File: src/design/svm_pkg.sv
// Shared types and constants for the stereo voice mixer.
`timescale 1ns / 1ps
package svm_pkg;

  typedef enum logic [2:0] {
    S_IDLE,
    S_VOL_L,
    S_MUL_L,
    S_VOL_R,
    S_MUL_R,
    S_ACC_R,
    S_EMIT
  } svm_state_t;

  localparam int CFG_IDX_W = 2;
  localparam logic [CFG_IDX_W-1:0] CFG_MASTER_VOL = 2'd0;
  localparam logic [CFG_IDX_W-1:0] CFG_EIGHT_BIT  = 2'd1;
  localparam logic [CFG_IDX_W-1:0] CFG_STEREO     = 2'd2;
  localparam logic [CFG_IDX_W-1:0] CFG_RING_LOG2  = 2'd3;

  localparam logic [7:0]  MASTER_VOL_RST = 8'd255;
  localparam logic [4:0]  RING_LOG2_RST  = 5'd14;
  localparam logic [4:0]  RING_LOG2_MIN  = 5'd4;
  localparam logic [4:0]  RING_LOG2_MAX  = 5'd16;

  localparam logic [15:0] SAT_MAX  = 16'h7fff;
  localparam logic [15:0] SAT_MIN  = 16'h8000;
  localparam logic [7:0]  OFFSET8  = 8'h80;

  localparam int MUL_W  = 17;
  localparam int PROD_W = 2 * MUL_W;

endpackage

File: src/design/stereo_voice_mixer_with_output_convert_unit.sv
// Top level of the stereo voice mixer with output conversion.
//
// Input channel (in_*): one beat per mixer item, valid/ready. The block
// takes one item at a time; in_ready is high only while it waits for work.
// An item with a voice runs through S_VOL_L, S_MUL_L, S_VOL_R, S_MUL_R
// and S_ACC_R, using the single shared 17x17 multiplier four times per
// voice (two volume products, two sample products), plus accumulate steps.
// An item marked last then passes through S_EMIT to load the output register.
// Output channel (out_*): one beat per frame, registered. A stalled result
// holds; the next items of a new frame are still taken, and only a further
// last item waits until the pending beat has gone.
// Configuration (cfg_*): write-only, one register per cycle. The user must
// apply writes only while no item is in flight; the block does not enforce it.
// Reset (rst_n low, synchronous): registers return to defaults, the
// accumulators and frame position clear, and the output beat is dropped.
`timescale 1ns / 1ps
module stereo_voice_mixer_with_output_convert_unit
  import svm_pkg::*;
(
  input  logic                 clk,
  input  logic                 rst_n,
  input  logic                 in_valid,
  output logic                 in_ready,
  input  logic                 in_first_of_frame,
  input  logic                 in_raw_valid,
  input  logic signed [23:0]   in_raw_left,
  input  logic signed [23:0]   in_raw_right,
  input  logic                 in_voice_valid,
  input  logic signed [15:0]   in_voice_sample,
  input  logic [7:0]           in_voice_left_vol,
  input  logic [7:0]           in_voice_right_vol,
  input  logic                 in_last_of_frame,
  output logic                 out_valid,
  input  logic                 out_ready,
  output logic [15:0]          out_ring_index,
  output logic [15:0]          out_left_word,
  output logic [15:0]          out_right_word,
  input  logic                 cfg_we,
  input  logic [CFG_IDX_W-1:0] cfg_index,
  input  logic [7:0]           cfg_wdata
);

  svm_state_t state_r, state_nxt;

  logic [7:0]  master_vol_r;
  logic        eight_bit_r;
  logic        stereo_r;
  logic [4:0]  ring_log2_r;

  logic [31:0] acc_l_r, acc_r_r;
  logic [15:0] fpos_r;
  logic signed [15:0] smp_r;
  logic [7:0]  lvol_r, rvol_r;
  logic        last_r;

  logic        out_valid_r;
  logic [15:0] ring_index_r, left_word_r, right_word_r;

  logic                     mul_en;
  logic signed [MUL_W-1:0]  mul_a, mul_b;
  logic signed [PROD_W-1:0] prod;
  logic [31:0]              contrib;
  logic                     add_l, add_r, emit_go, take;

  logic [15:0] conv_l, conv_r;
  logic [4:0]  ring_n;
  logic [15:0] ring_mask, ring_pos;

  assign take    = in_valid && in_ready;
  assign emit_go = !out_valid_r || out_ready;
  assign contrib = {{(32 - (PROD_W - 8)){prod[PROD_W-1]}}, prod[PROD_W-1:8]};

  svm_mul u_mul (
    .clk    (clk),
    .en     (mul_en),
    .a      (mul_a),
    .b      (mul_b),
    .prod_r (prod)
  );

  svm_conv u_conv_l (.acc(acc_l_r[31:8]), .eight_bit(eight_bit_r), .word(conv_l));
  svm_conv u_conv_r (.acc(acc_r_r[31:8]), .eight_bit(eight_bit_r), .word(conv_r));

  always_comb begin
    priority if (ring_log2_r < RING_LOG2_MIN) begin
      ring_n = RING_LOG2_MIN;
    end else if (ring_log2_r > RING_LOG2_MAX) begin
      ring_n = RING_LOG2_MAX;
    end else begin
      ring_n = ring_log2_r;
    end
  end

  assign ring_mask = 16'((17'd1 << ring_n) - 17'd1);
  assign ring_pos  = stereo_r ? {fpos_r[14:0], 1'b0} : fpos_r;

  // next state
  always_comb begin
    state_nxt = state_r;
    unique case (state_r)
      S_IDLE: begin
        if (take) begin
          if (in_voice_valid) begin
            state_nxt = S_VOL_L;
          end else if (in_last_of_frame) begin
            state_nxt = S_EMIT;
          end
        end
      end
      S_VOL_L: state_nxt = S_MUL_L;
      S_MUL_L: state_nxt = S_VOL_R;
      S_VOL_R: state_nxt = S_MUL_R;
      S_MUL_R: state_nxt = S_ACC_R;
      S_ACC_R: state_nxt = last_r ? S_EMIT : S_IDLE;
      S_EMIT: begin
        if (emit_go) begin
          state_nxt = S_IDLE;
        end
      end
      default: state_nxt = S_IDLE;
    endcase
  end

  // sequencer outputs
  always_comb begin
    in_ready = 1'b0;
    mul_en   = 1'b0;
    mul_a    = '0;
    mul_b    = '0;
    add_l    = 1'b0;
    add_r    = 1'b0;
    unique case (state_r)
      S_IDLE: in_ready = 1'b1;
      S_VOL_L: begin
        mul_en = 1'b1;
        mul_a  = MUL_W'(signed'({1'b0, lvol_r}));
        mul_b  = MUL_W'(signed'({1'b0, master_vol_r}));
      end
      S_MUL_L, S_MUL_R: begin
        mul_en = 1'b1;
        mul_a  = MUL_W'(smp_r);
        mul_b  = signed'({1'b0, prod[15:0]});
      end
      S_VOL_R: begin
        add_l  = 1'b1;
        mul_en = 1'b1;
        mul_a  = MUL_W'(signed'({1'b0, rvol_r}));
        mul_b  = MUL_W'(signed'({1'b0, master_vol_r}));
      end
      S_ACC_R: add_r = 1'b1;
      S_EMIT: ;
      default: ;
    endcase
  end

  always_ff @(posedge clk) begin
    if (!rst_n) begin
      state_r      <= S_IDLE;
      master_vol_r <= MASTER_VOL_RST;
      eight_bit_r  <= 1'b0;
      stereo_r     <= 1'b1;
      ring_log2_r  <= RING_LOG2_RST;
      acc_l_r      <= '0;
      acc_r_r      <= '0;
      fpos_r       <= '0;
      out_valid_r  <= 1'b0;
    end else begin
      state_r <= state_nxt;
      if (cfg_we) begin
        unique case (cfg_index)
          CFG_MASTER_VOL: master_vol_r <= cfg_wdata;
          CFG_EIGHT_BIT:  eight_bit_r  <= cfg_wdata[0];
          CFG_STEREO:     stereo_r     <= cfg_wdata[0];
          CFG_RING_LOG2:  ring_log2_r  <= cfg_wdata[4:0];
          default: ;
        endcase
      end
      if (take && in_first_of_frame) begin
        acc_l_r <= in_raw_valid ? 32'(in_raw_left)  : '0;
        acc_r_r <= in_raw_valid ? 32'(in_raw_right) : '0;
      end
      if (add_l) begin
        acc_l_r <= acc_l_r + contrib;
      end
      if (add_r) begin
        acc_r_r <= acc_r_r + contrib;
      end
      if (state_r == S_EMIT && emit_go) begin
        out_valid_r <= 1'b1;
        fpos_r      <= fpos_r + 16'd1;
      end else if (out_ready) begin
        out_valid_r <= 1'b0;
      end
    end
  end

  always_ff @(posedge clk) begin
    if (take) begin
      smp_r  <= in_voice_sample;
      lvol_r <= in_voice_left_vol;
      rvol_r <= in_voice_right_vol;
      last_r <= in_last_of_frame;
    end
    if (state_r == S_EMIT && emit_go) begin
      ring_index_r <= ring_pos & ring_mask;
      left_word_r  <= conv_l;
      right_word_r <= stereo_r ? conv_r : '0;
    end
  end

  assign out_valid      = out_valid_r;
  assign out_ring_index = ring_index_r;
  assign out_left_word  = left_word_r;
  assign out_right_word = right_word_r;

  a_voice_starts_mul: assert property (@(posedge clk) disable iff (!rst_n)
    take && in_voice_valid |=> state_r == S_VOL_L)
    else $error("voice beat did not start the multiply sequence");

  a_emit_advances: assert property (@(posedge clk) disable iff (!rst_n)
    state_r == S_EMIT && emit_go |=> out_valid_r && fpos_r == $past(fpos_r) + 16'd1)
    else $error("emit did not load output and advance frame position");

  a_eight_bit_upper: assert property (@(posedge clk) disable iff (!rst_n)
    out_valid_r && eight_bit_r |-> out_left_word[15:8] == 8'd0
      && out_right_word[15:8] == 8'd0)
    else $error("eight-bit output has upper byte set");

  a_mono_right_zero: assert property (@(posedge clk) disable iff (!rst_n)
    out_valid_r && !stereo_r |-> out_right_word == 16'd0)
    else $error("mono output has nonzero right word");

  a_no_take_busy: assert property (@(posedge clk) disable iff (!rst_n)
    state_r != S_IDLE |=> !$past(take))
    else $error("item taken while sequencer busy");

endmodule

File: src/design/svm_mul.sv
// Shared signed multiplier with registered product.
`timescale 1ns / 1ps
module svm_mul
  import svm_pkg::*;
(
  input  logic                     clk,
  input  logic                     en,
  input  logic signed [MUL_W-1:0]  a,
  input  logic signed [MUL_W-1:0]  b,
  output logic signed [PROD_W-1:0] prod_r
);

  logic signed [PROD_W-1:0] prod_nxt;

  assign prod_nxt = a * b;

  always_ff @(posedge clk) begin
    if (en) begin
      prod_r <= prod_nxt;
    end
  end

endmodule

File: src/design/svm_conv.sv
// Accumulator to output word: shift, saturate and format.
`timescale 1ns / 1ps
module svm_conv
  import svm_pkg::*;
(
  input  logic [23:0] acc,
  input  logic        eight_bit,
  output logic [15:0] word
);

  logic [23:0] v;
  logic [15:0] sat;

  // acc carries the accumulator already shifted right by 8
  assign v = acc;

  always_comb begin
    if (!v[23] && (|v[22:15])) begin
      sat = SAT_MAX;
    end else if (v[23] && !(&v[22:15])) begin
      sat = SAT_MIN;
    end else begin
      sat = v[15:0];
    end
  end

  assign word = eight_bit ? {8'd0, sat[15:8] ^ OFFSET8} : sat;

endmodule
File: config.mk
export PLATFORM = sky130hd
export DESIGN_NAME = stereo_voice_mixer_with_output_convert_unit
export DESIGN_NICKNAME = d
export VERILOG_FILES = /design/src/design/svm_pkg.sv /design/src/design/stereo_voice_mixer_with_output_convert_unit.sv /design/src/design/svm_mul.sv /design/src/design/svm_conv.sv
export SDC_FILE = /design/constraint.sdc
export NUM_CORES = 1
export LEC_CHECK = 0
export ABC_CLOCK_PERIOD_IN_PS = 8600
export BUFFER_PORTS_ARGS = -buffer_cell sky130_fd_sc_hd__clkbuf_2
export CAP_MARGIN = 20
export CORE_ASPECT_RATIO = 0.7
export CORE_MARGIN = 1
export CORE_UTILIZATION = 50
export DETAILED_ROUTE_END_ITERATION = 12
export PLACE_DENSITY = 0.68
export SYNTH_ARGS = -nofsm -noshare
export SYNTH_HDL_FRONTEND = slang
export SYNTH_SLANG_ARGS = --single-unit
File: constraint.sdc
create_clock -name clk -period 8.6 [get_ports clk]
set_input_delay 1.72 -clock clk [delete_from_list [all_inputs] [get_ports clk]]
set_output_delay 1.72 -clock clk [all_outputs]
set_load 0.01 [all_outputs]
==> impl_metrics.ini <==
[detailed_routing]
drt_iter0_drc = 1626
drt_first_pass_iters = 5
via_per_inst = 5.64
vias = 17805
antenna_left = 0
wire_per_inst_microns = 19.4
wl_mm = 61.2
route.detailed.drc = 0

[worst_setup_path]
cp.required_ns = 8.91
critPathCaptureType = register
worstPathMaxFanout = 26
cp.arrival_ns = 8.32
path_class = register to register
start_kind = register

[synth]
syn_area_per_cell_sq_um = 9.09
yosys.area_share.simple_pct = 14.4
syn_area_sq_um = 22100
synth-compound-area-share_pct = 14.3
ys_async_sr_fraction_pct = 0
synth_flop_cell = edfxtp_1
yosys_warnings = 0
synth_edf_count = 115
synthMuxAreaShare_pct = 1.95
yosys.area_share.adder_pct = 33.0
yosysSeqAreaShare_pct = 24.6
synth.most_common_cell = inv_1
syn_inst = 2435
yosysTopAreaCell = fa_1
ys_seq_elements = 214
synth_commonest_cells = inv_1 (365), nand2_1 (277), fa_1 (271)
synthXorXnorAreaFrac_pct = 3.79
yosys.cell_types.count = 76
synth_top_area_share_pct = 24.5
synth_top_family_by_area = adder cells
synth.area.top_cells = fa_1 (25%), edfxtp_1 (16%), dfxtp_1 (9.0%)

[timing]
setup-tns-final_ns = 0
finClkSkew_ns = 0.0113
finalHoldViolations = 0
drv_slew = 0
setup_viol = 0
fmax_ghz = 0.125
rsz0062_at_grt = false
finalCriticalPeriod_ns = 8.01
tightestPinTransition_ns = 0.991
period_share_pct = 93.2
max_slew_margin_pct = 33.9

[floorplanning]
fp.dieW_microns = 253
chipHeight_microns = 178
start_util_pct = 50.7
io_pins = 149
rows = 64
core_sq_um = 43600
die_area_sq_um = 45100

[global_routing]
grt_antenna_before_repair = 1
grt_max_degree = 60
met3_usage_pct = 6.23
grt_pass1_vias = 17809
overflow = 0
grt_use_met1_pct = 40.1
grtUsageMet2_pct = 41.5
grt_pass1_wl_mm = 96.5
grt_use_total_pct = 27.6
top_usage_layer = met2

[cts]
post_cts_buffers = 0
clockBufferDepth = 3
cts_tree = built
numCtsBuffers = 24
clock_latency_ns = 0.56
numClockSinks = 214
path_clk_slew_ns = 0.06
htree_levels = 1
cts_root_buf = clkbuf_16
ctsResizeCount = 0
cts_hold_buf = 0

[cells_and_area]
fin_nets = 3062
area_delta_synth_final_pct = 9.86
fillCellCount = 3922
drive_gt1_share_pct = 10.0

[power]
power_leakage_nw = 11.5
finalPower_mw = 7.84
power.density_nw_per_um2 = 323
max-vdd-ir-drop_uv = 280

[placement]
io_buffers = 148
dp_hpwl_mm = 49.1
gp_congestion = 0.939

[flow_run]
maxCapViolations = 0

[hold_path]
hold_path.class = register to register

[run_status]
outcome = finished, final reports clean
## final timing paths
check	start	end	slack [ns]	depth (start not counted)
setup reg to reg	state_r[1]	u_mul.prod_r[29]	0.59	25
hold reg to reg	acc_l_r[4]	acc_l_r[4]	0.50	2
setup / recovery	state_r[1]	u_mul.prod_r[29]	0.59	25
hold / removal	acc_l_r[4]	acc_l_r[4]	0.50	2
## state kept, by name, summed over array words and instances, names as in the netlist
| register | flops |
|---|---|
| out_ring_index | 16 |
| fpos_r | 16 |
| state_r | 3 |
| master_vol_r | 8 |
| acc_r_r | 32 |
| rvol_r | 8 |
| lvol_r | 8 |
| stereo_r | 1 |
| ring_log2_r | 5 |
| eight_bit_r | 1 |
| out_valid | 1 |
| u_mul.prod_r | 34 |
| out_left_word | 16 |
| acc_l_r | 32 |
| last_r | 1 |
| smp_r | 16 |
| out_right_word | 16 |
## cell families after synthesis
logic type	count (synthesis)
buffers and inverters	466
xor gates and xnor gates	94
other	1
AOI/OAI and AO/OA	477
muxes	42
DFF	214
and+or+nand+nor	720
adders and majority gates	421
## cell type report
cell class                 count  area (sq um)  area share [%]
multi-input combinational   1756         15000            61.6
clock buffer                  31           678            2.79
antenna                        2          5.00          0.0206
sequential                   214          5440            22.4
tap                          594           743            3.06
clock inverter                13           114           0.468
inverter                     366          1370            5.65
timing repair buffer         180           993            4.09
## worst max-delay path, cell delays in order (launching register included)
cell       delay, ns
dfxtp_1         0.92
xnor2_1         0.21
nor2_2          0.12
buf_4           0.28
and2_1          0.57
nand2_1         0.16
fa_1            0.53
fa_1            0.51
fa_1            0.51
inv_1           0.06
fa_1            0.51
fa_1            0.50
inv_1           0.05
fa_1            0.47
inv_1           0.04
ha_1            0.35
a21o_1          0.19
a21o_1          0.17
a21oi_1         0.13
o21ai_0         0.09
a21oi_1         0.36
a2bb2oi_1       0.33
nor2b_1         0.30
nand2_1         0.09
a31oi_1         0.22
xnor2_1         0.08
## cells in the final DEF, fill, tap and decap left out, drive strengths merged, types with 5 or more instances in the layout
master and instances:
edfxtp 115, nor2 222, fa 271, xor2 31
clkbuf 179, a221oi 13, a22oi 14, a21o 58
nand3 51, nand2b 21, a22o 9, o21a 34
a311oi 19, dfxtp 99, o21bai 11, and3 44
mux2i 33, nand2 277, nand4 19, inv 368
o22ai 7, mux2 9, nor3b 5, a211oi 23
xnor2 62, ha 150, and2 20, buf 32
a21oi 138, clkinv 10, o21ai 92, nor2b 19
nor3 18, or3 8, a31oi 12
## per-stage QoR
stage | cell area [sq um] | cells | utilization, % | setup WS (ns) | hold slack, ns
after global placement | 23500 | 3109 | 53.8 | 0.920 | 0.470
after floorplan | 22100 | 2436 | - | 1.52 | 0.441
after global routing | 24300 | 3155 | 55.7 | 0.114 | 0.511
after detailed placement | 23500 | 3109 | 53.8 | 0.673 | 0.483
after CTS | 24300 | 3153 | 55.6 | 0.644 | 0.497
final | 24300 | 3156 | 55.7 | 0.585 | 0.495
## routing by layer
layer | up-vias | part of all wire [%]
met5 | - | 0
met1 | 8646 | 45
li1 | 8306 | -
met2 | 764 | 43
met4 | 0 | 2.3
met3 | 89 | 9.6
## where the power goes
part | leakage [nW] | total [mW] | switching (mW) | internal, mW
logic | 9.24 | 5.02 | 3.01 | 2.01
clock network | 0.396 | 1.05 | 0.457 | 0.591
registers | 1.91 | 1.77 | 0.329 | 1.44
Power figures use the tool's default switching activity.
